===== src/hw/rtl/fpa_pkg.sv =====
// ----------------------------------------------------------------------------
// fpa_pkg
// Widths, limits and register indexes for the filtered period averager.
// ----------------------------------------------------------------------------
package fpa_pkg;

	localparam int SAMPLE_W    = 32;
	localparam int MAX_SAMPLES = 16;
	// sum holds MAX_SAMPLES full-scale samples without wrapping
	localparam int SUM_W       = SAMPLE_W + $clog2(MAX_SAMPLES);
	localparam int CNT_W       = $clog2(MAX_SAMPLES + 1);
	localparam int BIT_W       = $clog2(SUM_W + 1);
	localparam int IDX_W       = $clog2(SAMPLE_W);
	localparam int REG_IDX_W   = 2;
	localparam int REG_DATA_W  = 32;

	typedef logic [REG_IDX_W-1:0] reg_idx_t;

	localparam reg_idx_t REG_FILTER_ENABLE = 2'd0;
	localparam reg_idx_t REG_WINDOW_MIN    = 2'd1;
	localparam reg_idx_t REG_WINDOW_MAX    = 2'd2;

endpackage


===== src/hw/rtl/filtered_period_averager_unit.sv =====
// ----------------------------------------------------------------------------
// filtered_period_averager_unit
// Averages period samples over one control period, optionally keeping only
// samples inside a window, and emits the mean on the closing item.
// ----------------------------------------------------------------------------
//  channel   direction  handshake                  payload
//  sample    in         sample_valid/sample_stall  period_sample, has_sample,
//                                                  end_of_period
//  result    out        result_valid/result_stall  mean_period, used_samples,
//                                                  overflowed
//  config    in         write_enable               reg_index, write_data
//
//  A stored sample is accepted in IDLE, then window compare and sum add run
//  bit-serially in ADD, one bit per cycle, through the sample and sum shift registers.
//  A closing item adds a restoring division in DIV, one quotient bit per
//  cycle, then DONE loads the result register once the result slot is free.
//  Dropped samples and items with neither a sample nor a close skip ADD.
//  Reset clears the period state and sets the registers to their defaults.
//  A waiting result does not block new samples; only the next mean waits for it, and samples stall while it waits.
// ----------------------------------------------------------------------------
module filtered_period_averager_unit (
	input  logic                          clk,
	input  logic                          arst_n,
	input  logic                          sample_valid,
	output logic                          sample_stall,
	input  logic [fpa_pkg::SAMPLE_W-1:0]  period_sample,
	input  logic                          has_sample,
	input  logic                          end_of_period,
	output logic                          result_valid,
	input  logic                          result_stall,
	output logic [fpa_pkg::SAMPLE_W-1:0]  mean_period,
	output logic [fpa_pkg::CNT_W-1:0]     used_samples,
	output logic                          overflowed,
	input  logic                          write_enable,
	input  fpa_pkg::reg_idx_t             reg_index,
	input  logic [fpa_pkg::REG_DATA_W-1:0] write_data
);
	import fpa_pkg::*;

	localparam logic [1:0] ST_IDLE = 2'd0;
	localparam logic [1:0] ST_ADD  = 2'd1;
	localparam logic [1:0] ST_DIV  = 2'd2;
	localparam logic [1:0] ST_DONE = 2'd3;

	logic [1:0]          state_q;
	logic                filter_en_q;
	logic [SAMPLE_W-1:0] window_min_q;
	logic [SAMPLE_W-1:0] window_max_q;

	logic [SUM_W-1:0]    sum_q;
	logic [CNT_W-1:0]    acc_q;
	logic [CNT_W-1:0]    seen_q;
	logic                ovf_q;
	logic                last_q;
	logic [BIT_W-1:0]    bit_cnt_q;

	logic [SAMPLE_W-1:0] samp_q;
	logic [SUM_W-1:0]    cand_q;
	logic                carry_q;
	logic                ge_q;
	logic                le_q;
	logic [CNT_W-1:0]    rem_q;

	logic                res_valid_q;
	logic [SAMPLE_W-1:0] res_mean_q;
	logic [CNT_W-1:0]    res_used_q;
	logic                res_ovf_q;

	logic                in_fire;
	logic                room;
	logic                bit_last;
	logic                cmp_phase;
	logic                s_bit;
	logic                min_bit;
	logic                max_bit;
	logic                sum_bit;
	logic                carry_next;
	logic                ge_next;
	logic                le_next;
	logic                take;
	logic [SUM_W-1:0]    cand_next;
	logic [CNT_W:0]      trial;
	logic                q_bit;
	logic [CNT_W:0]      trial_sub;
	logic                res_free;
	logic                res_load;

	assign sample_stall = (state_q != ST_IDLE);
	assign in_fire      = sample_valid && !sample_stall;
	assign room         = (seen_q < CNT_W'(MAX_SAMPLES));
	assign bit_last     = (bit_cnt_q == BIT_W'(SUM_W - 1));
	assign cmp_phase    = (bit_cnt_q < BIT_W'(SAMPLE_W));

	// bit-serial compare and add, LSB first
	assign s_bit      = samp_q[0];
	assign min_bit    = window_min_q[bit_cnt_q[IDX_W-1:0]];
	assign max_bit    = window_max_q[bit_cnt_q[IDX_W-1:0]];
	assign sum_bit    = s_bit ^ sum_q[0] ^ carry_q;
	assign carry_next = (s_bit & sum_q[0]) | (carry_q & (s_bit ^ sum_q[0]));
	assign ge_next    = (s_bit & ~min_bit) | (~(s_bit ^ min_bit) & ge_q);
	assign le_next    = (~s_bit & max_bit) | (~(s_bit ^ max_bit) & le_q);
	assign cand_next  = {sum_bit, cand_q[SUM_W-1:1]};
	assign take       = !filter_en_q || (ge_q && le_q);

	// restoring division step, dividend enters MSB first from sum_q
	assign trial     = {rem_q, sum_q[SUM_W-1]};
	assign q_bit     = (trial >= {1'b0, acc_q});
	assign trial_sub = trial - {1'b0, acc_q};

	assign res_free = !res_valid_q || !result_stall;
	assign res_load = (state_q == ST_DONE) && res_free;

	always_ff @(posedge clk or negedge arst_n) begin
		if (!arst_n) begin
			filter_en_q  <= 1'b0;
			window_min_q <= '0;
			window_max_q <= '1;
		end else if (write_enable) begin
			unique case (reg_index)
				REG_FILTER_ENABLE: filter_en_q  <= write_data[0];
				REG_WINDOW_MIN:    window_min_q <= write_data[SAMPLE_W-1:0];
				REG_WINDOW_MAX:    window_max_q <= write_data[SAMPLE_W-1:0];
				default: ;
			endcase
		end
	end

	always_ff @(posedge clk or negedge arst_n) begin
		if (!arst_n) begin
			state_q   <= ST_IDLE;
			sum_q     <= '0;
			acc_q     <= '0;
			seen_q    <= '0;
			ovf_q     <= 1'b0;
			last_q    <= 1'b0;
			bit_cnt_q <= '0;
		end else begin
			unique case (state_q)
				ST_IDLE: begin
					if (in_fire) begin
						last_q    <= end_of_period;
						bit_cnt_q <= '0;
						if (has_sample && room) begin
							state_q <= ST_ADD;
						end else begin
							if (has_sample) begin
								ovf_q <= 1'b1;
							end
							if (end_of_period) begin
								state_q <= ST_DIV;
							end
						end
					end
				end
				ST_ADD: begin
					if (bit_last) begin
						seen_q    <= seen_q + CNT_W'(1);
						bit_cnt_q <= '0;
						if (take) begin
							sum_q <= cand_next;
							acc_q <= acc_q + CNT_W'(1);
						end else begin
							sum_q <= {sum_q[0], sum_q[SUM_W-1:1]};
						end
						state_q <= last_q ? ST_DIV : ST_IDLE;
					end else begin
						bit_cnt_q <= bit_cnt_q + BIT_W'(1);
						// rotate: a full pass restores the sum
						sum_q <= {sum_q[0], sum_q[SUM_W-1:1]};
					end
				end
				ST_DIV: begin
					bit_cnt_q <= bit_cnt_q + BIT_W'(1);
					sum_q     <= {sum_q[SUM_W-2:0], q_bit};
					if (bit_last) begin
						state_q <= ST_DONE;
					end
				end
				ST_DONE: begin
					if (res_free) begin
						sum_q   <= '0;
						acc_q   <= '0;
						seen_q  <= '0;
						ovf_q   <= 1'b0;
						state_q <= ST_IDLE;
					end
				end
				default: state_q <= ST_IDLE;
			endcase
		end
	end

	// datapath shift registers, no reset needed
	always_ff @(posedge clk) begin
		if (in_fire) begin
			samp_q  <= period_sample;
			carry_q <= 1'b0;
			ge_q    <= 1'b1;
			le_q    <= 1'b1;
			rem_q   <= '0;
		end else if (state_q == ST_ADD) begin
			samp_q  <= {1'b0, samp_q[SAMPLE_W-1:1]};
			cand_q  <= cand_next;
			carry_q <= carry_next;
			if (cmp_phase) begin
				ge_q <= ge_next;
				le_q <= le_next;
			end
			if (bit_last) begin
				rem_q <= '0;
			end
		end else if (state_q == ST_DIV) begin
			rem_q <= q_bit ? trial_sub[CNT_W-1:0] : trial[CNT_W-1:0];
		end
	end

	always_ff @(posedge clk or negedge arst_n) begin
		if (!arst_n) begin
			res_valid_q <= 1'b0;
		end else if (res_load) begin
			res_valid_q <= 1'b1;
		end else if (!result_stall) begin
			res_valid_q <= 1'b0;
		end
	end

	always_ff @(posedge clk) begin
		if (res_load) begin
			// empty period divides by zero: report a zero mean
			res_mean_q <= (acc_q == '0) ? '0 : sum_q[SAMPLE_W-1:0];
			res_used_q <= acc_q;
			res_ovf_q  <= ovf_q;
		end
	end

	assign result_valid = res_valid_q;
	assign mean_period  = res_mean_q;
	assign used_samples = res_used_q;
	assign overflowed   = res_ovf_q;

`ifndef NO_ASSERTIONS
	a_acc_le_seen: assert property (@(posedge clk) disable iff (!arst_n)
		acc_q <= seen_q)
		else $error("accepted count above stored count");

	a_seen_cap: assert property (@(posedge clk) disable iff (!arst_n)
		seen_q <= CNT_W'(MAX_SAMPLES))
		else $error("stored count above capacity");

	a_rem_range: assert property (@(posedge clk) disable iff (!arst_n)
		(state_q == ST_DIV && acc_q != '0) |-> (rem_q < acc_q))
		else $error("division remainder out of range");

	a_period_clear: assert property (@(posedge clk) disable iff (!arst_n)
		res_load |=> (state_q == ST_IDLE && seen_q == '0 && acc_q == '0
			&& !ovf_q && sum_q == '0 && result_valid))
		else $error("period state not cleared after result");

	a_drop_no_work: assert property (@(posedge clk) disable iff (!arst_n)
		(in_fire && has_sample && !room) |=> (seen_q == $past(seen_q) && ovf_q))
		else $error("dropped sample changed the count");
`endif

endmodule


===== config.mk =====
export PLATFORM = sky130hd
export DESIGN_NAME = filtered_period_averager_unit
export DESIGN_NICKNAME = d
export VERILOG_FILES = /design/src/hw/rtl/fpa_pkg.sv /design/src/hw/rtl/filtered_period_averager_unit.sv
export SDC_FILE = /design/constraint.sdc
export NUM_CORES = 1
export LEC_CHECK = 0
export BUFFER_PORTS_ARGS = -buffer_cell sky130_fd_sc_hd__buf_2
export CORE_MARGIN = 1
export CORE_UTILIZATION = 30
export CTS_BUF_LIST = sky130_fd_sc_hd__clkbuf_4
export DETAILED_ROUTE_END_ITERATION = 6
export PLACE_DENSITY = 0.55
export RECOVER_POWER = 25
export SLEW_MARGIN = 10
export SYNTH_ARGS = -nofsm -noshare
export SYNTH_HDL_FRONTEND = slang
export SYNTH_SLANG_ARGS = --single-unit
export TNS_END_PERCENT = 1

===== constraint.sdc =====
create_clock -name clk -period 4.39 [get_ports clk]
set_clock_uncertainty 0.1 [all_clocks]
set_input_delay 0 -clock clk [delete_from_list [all_inputs] [get_ports clk]]
set_output_delay 0 -clock clk [all_outputs]
set_load 0.01 [all_outputs]

After elaboration in Yosys (flattened, before gate mapping)
Index checks and enable logic that the tools add are counted.
Widths: inputs -> output; s select.
{"block": "word_totals", "reg_bits": 236, "in_bits": 73, "out_inout_bits": 40, "word_cells": 132}
{"block": "classes", "addsub": 4, "n_lt_le_gt_ge": 4, "eq_ne": 15, "mux": 38, "n_bitwise": 18, "reduce_logical": 33}
{"operator": "$mux 36", "n": 3}
{"operator": "$pmux 36 s3", "n": 1}
{"operator": "$mux 32", "n": 2}
{"operator": "$mux 5", "n": 8}
{"operator": "$pmux 5 s2", "n": 2}
{"operator": "$pmux 6 s3", "n": 1}
{"operator": "$reduce_and 2->1", "n": 9}
{"operator": "$mux 2", "n": 7}
{"operator": "$ne 2x2->1 const B", "n": 7}
{"operator": "$mux 6", "n": 2}
{"operator": "$add 5x1->5 const B", "n": 2}
{"operator": "$bmux 1 s5", "n": 2}
{"operator": "$reduce_and 5->1", "n": 2}
{"operator": "$reduce_bool 2->1", "n": 5}
{"operator": "$mux 1", "n": 8}
{"operator": "$pmux 2 s4", "n": 1}
{"operator": "$add 6x1->6 const B", "n": 1}
{"operator": "$and 1x1->1", "n": 6}
{"operator": "$eq 2x2->1 const B", "n": 3}
{"operator": "$eq 6x6->1 const B", "n": 1}
{"operator": "$ge 6x5->1", "n": 1}
{"operator": "$lt 5x6->1 const B", "n": 1}
{"operator": "$lt 6x6->1 const B", "n": 1}
{"operator": "$reduce_bool 3->1", "n": 2}
{"operator": "other kinds (16)", "n": 34}

Longest topological paths before layout
{"block": "depth", "word_depth": 6, "ltp_mapped": 8, "ltp_nobuf": 8}

Worst setup path before layout
OpenSTA, ideal clock, no wires.
{"block": "synth_timing", "kind": "register -> register", "startpoint": "register state_q[0]", "endpoint": "register samp_q[0], enable pin", "setup_time_ps": 478, "t_arrival_ps": 1824, "required_ps": 3812, "slack_ps": 1987, "stages_incl_launch_ff": 7, "n_path_buf": 2, "period_less_slack_ps": 2403, "path_cell_list": "dfrtp_1 > inv_1 > ha_1 > buf_2 > nand2_1 > buf_2 > nand2_1"}
{"block": "synth_between", "elab_chain_cells": 4, "word_cells_on_any_way": 5, "cone_classes": "eq/ne (1); reduce/logical (4)"}
{"item": "from (decl)", "line_no": "filtered_period_averager_unit.sv:45", "rtl": "logic [1:0] state_q;"}
{"item": "from (signal assigned)", "line_no": "filtered_period_averager_unit.sv:165", "rtl": "state_q <= last_q ? ST_DIV : ST_IDLE;"}
{"item": "$reduce_bool 2->1", "line_no": "filtered_period_averager_unit.sv:88", "rtl": "assign sample_stall = (state_q != ST_IDLE);"}
{"item": "$logic_not 1->1", "line_no": "filtered_period_averager_unit.sv:89", "rtl": "assign in_fire = sample_valid && !sample_stall;"}
{"item": "$logic_and 1x1->1", "line_no": "filtered_period_averager_unit.sv:89"}
{"item": "$reduce_bool 2->1 (no line) (*)"}
{"item": "to (signal assigned)", "line_no": "filtered_period_averager_unit.sv:196", "rtl": "samp_q <= period_sample;"}
{"item": "to (signal assigned)", "line_no": "filtered_period_averager_unit.sv:202", "rtl": "samp_q <= {1'b0, samp_q[SAMPLE_W-1:1]};"}
{"item": "to (decl)", "line_no": "filtered_period_averager_unit.sv:57", "rtl": "logic [SAMPLE_W-1:0] samp_q;"}
Mark *: on every way between the ends. The rest lies on a longest branch, timed or not.
A chain may end at the register's enable or synchronous reset.

Worst setup path in the final report
{"block": "layout_timing", "startpoint": "register bit_cnt_q[1]", "endpoint": "register le_q"}
{"block": "layout_between", "elab_chain_cells": 6, "word_cells_on_any_way": 9, "cone_classes": "order compare (1); mux (2); bitwise (5); reduce/logical (1)"}
{"item": "from (decl)", "line_no": "filtered_period_averager_unit.sv:55", "rtl": "logic [BIT_W-1:0] bit_cnt_q;"}
{"item": "from (signal assigned)", "line_no": "filtered_period_averager_unit.sv:167", "rtl": "bit_cnt_q <= bit_cnt_q + BIT_W'(1);"}
{"item": "from (signal assigned)", "line_no": "filtered_period_averager_unit.sv:173", "rtl": "bit_cnt_q <= bit_cnt_q + BIT_W'(1);"}
{"item": "$bmux 1 s5", "line_no": "filtered_period_averager_unit.sv:97", "rtl": "assign max_bit = window_max_q[bit_cnt_q[IDX_W-1:0]];"}
{"item": "$mux 1 (not written as such)", "line_no": "filtered_period_averager_unit.sv:97"}
{"item": "$xor 1x1->1", "line_no": "filtered_period_averager_unit.sv:101", "rtl": "assign le_next = (~s_bit & max_bit) | (~(s_bit ^ max_bit) & le_q);"}
{"item": "$not 1->1", "line_no": "filtered_period_averager_unit.sv:101"}
{"item": "$and 1x1->1", "line_no": "filtered_period_averager_unit.sv:101"}
{"item": "$or 1x1->1", "line_no": "filtered_period_averager_unit.sv:101"}
{"item": "to (signal assigned)", "line_no": "filtered_period_averager_unit.sv:207", "rtl": "le_q <= le_next;"}
{"item": "to (decl)", "line_no": "filtered_period_averager_unit.sv:61", "rtl": "logic le_q;"}
Several ways; a longest one is shown, not always the timed one. The select of a mux whose other input is x is not followed.

==> qor.csv <==
metric,value,unit
setup_viol,0,
comb_power_share,29.9,%
crit_required,4.78,ns
synth_seq_cells,235,
rsz0062_at_grt,false,
netlist_area,0.0104,mm^2
p_int,0.00552,W
yosys.cell_types.count,55,
totalNegativeSetupSlack,0,ns
worst-path-max-fanout,16,
powerDensity,622,mW/mm^2
grt_pass1_vias,7369,
worst_setup_path_end_kind,flip-flop,
synth_cells,755,
drtIter0Drc,386,
layout-drive-gt1-share,36.8,%
final_antenna_net_count,0,
final_cell_area,0.0133,mm^2
worst_pin_slew,1.99,ns
synth-async-reset-ratio,51.9,%
routed_wirelength,23100,um
synth_nets,847,
ys_top_cells_by_area,"edfxtp_1, dfrtp_1, mux2_2, dfstp_2, mux2i_1",
grt_use_met3,3.33,%
netSwitchingFraction,33.3,%
dpl-instance-area,0.0115,mm^2
ys_seq_area_share,61.3,%
antenna_found_initial,3,
syn_avg_cell_area,13.8,um^2
grt_pass1_wl,38200,um
cts_tree,built,
htreeDepth,3,
yosys.area.top_type,edfxtp_1,
pre_cts_ws,1.56,ns
use_met1,17.3,%
root_buffer,clkbuf_4,
ir_worst_vdd,0.000325,V
via_count,7052,
slew_violations,33,
clkPwrFrac,24.8,%
ys_top_cells_by_count,"edfxtp_1, mux2_2, dfrtp_1",
hold_class,in -> reg,
slew-limit-headroom,-32.7,%
num_io_pins,113,
fp.dieArea,0.0356,mm^2
seqPwrFrac,45.3,%
startpoint_type,flip-flop,
post_cts_resize_count,0,
switchingPower,0.00276,W
whs,0.0476,ns
cts.sinks,235,
synth_enable_flop_cells,105,
track_usage,13.4,%
start_util,30.8,%
numPortBuffers,112,
crit_type,reg -> reg,
place.gp.congestion,0.764,
rows,67,
maxCapViolCount,1,
die_y,189,um
period_share,62.9,%
finalHoldViolations,0,
numCtsBuffers,67,
grt_busiest_layer,met2,
synth_warnings,0,
synth_top_area_share,30.2,%
die_x,189,um
nets,1097,
wl_per_cell,15.3,um
fmax,0.362,GHz
min_period,2.76,ns
grt_max_degree,51,
p_leak,5.26,nW
yosysMostFrequentCell,edfxtp_1,
routed_via_density,4.68,
synthFlopType,edfxtp_1,
cp_data_arrival_time,3.16,ns
violations,"max-capacitance violations, max-slew violations",
coreArea,0.0339,mm^2
status,"finished, violations left",
grt.met2_usage,21.8,%
cts_buffer_depth,3,
clk_latency,0.65,ns
dr.pass1.iters,4,
fin_ws,1.63,ns
area_delta_synth_final,27.6,%
overflow,0,
remaining_drc_errors,0,
dpl.hpwl,14400,um
path_clk_slew,0.06,ns
==> sequential cells by signal, indices dropped and copies added, names as in the netlist <==
register,count
le_q,1
window_min_q,32
bit_cnt_q,6
rem_q,5
carry_q,1
acc_q,5
state_q,2
last_q,1
overflowed,1
result_valid,1
mean_period,32
filter_en_q,1
ovf_q,1
used_samples,5
sum_q,36
window_max_q,32
cand_q,35
samp_q,32
seen_q,5
ge_q,1
==> per-stage QoR <==
step / total power (W) / utilization [%] / cells
2_1_floorplan: 0.00547 / - / 755
3_3_place_gp: 0.00616 / 33.9 / 1288
3_5_place_dp: 0.00622 / 33.9 / 1288
4_1_cts: 0.00841 / 39.4 / 1505
5_1_grt: 0.00888 / 39.3 / 1507
6_report: 0.00829 / 39.3 / 1508
==> critical path: stages (launching register included) <==
cell,delay [ns]
dfrtp_1,0.93
buf_4,0.29
mux4_2,0.50
o22ai_1,0.18
nor4_1,0.08
ha_1,0.28
o21ai_0,0.16
nand3_1,0.09
==> area by class of cell <==
type | instances | area [um^2]
fill | 3309 | 20500
sequential | 235 | 6410
multi-input combinational | 461 | 3780
timing repair buffer | 221 | 1620
clock buffer | 103 | 773
tap | 448 | 561
clock inverter | 18 | 108
inverter | 19 | 71.3
antenna | 3 | 7.51
==> repair_timing <==
item / 4_1_cts / 5_1_grt
hold buffers: 96 / 0
endpoints found under the hold margin: 219 / 0
buffers inserted: 0 / 0
==> metal layers <==
metal	up-vias	share of wire, %
met2	152	47
li1	3373	-
met1	3478	46
met3	47	4.3
met5	-	0.043
met4	2	2.0
==> power groups by stage <==
stage	Clock [W]	Combinational, W	Sequential, W
detailed placement	0	0.00241	0.00380
global placement	0	0.00237	0.00379
floorplan	0	0.00182	0.00365
CTS	0.00214	0.00250	0.00377
finish	0.00206	0.00247	0.00375
global route	0.00226	0.00276	0.00386
==> layout by cell type (no fill, tap or decap), types with 19 or more instances in the layout <==
master / n
a21oi_1: 45
buf_2: 110
clkbuf_4: 103
dfrtp_1: 90
dfstp_2: 32
dlygate4sd3_1: 95
edfxtp_1: 105
inv_1: 19
mux2_2: 99
mux2i_1: 42
nand2_1: 23
nor2_1: 44
nor2b_1: 34
o22ai_1: 43
==> path summary, 6_finish.rpt <==
check,from,end,slack (ns),cells past startpoint
setup / recovery,bit_cnt_q[1],le_q,1.63,7
hold / removal,write_data[1],window_max_q[1],0.05,3
setup reg to reg,bit_cnt_q[1],le_q,1.63,7
hold reg to reg,cand_q[2],cand_q[1],0.34,0
max in group asynchronous,arst_n,window_min_q[0],2.39,4
min in group asynchronous,arst_n,window_min_q[4],0.72,4
==> cell families (layout without fill, tap and decap cells) <==
kind of cell    after synthesis  count (layout)  synth area share (%)
buf+inv                      59             361                  2.61
flops                       235             235                  61.3
other cells                   0               3                     0
compound gates              127             127                  7.53
mux                         157             157                  18.1
simple gates                149             149                  7.20
fa+ha+maj                    19              19                  2.42
xor+xnor                      9               9                 0.755
Power figures use the tool's default switching activity.
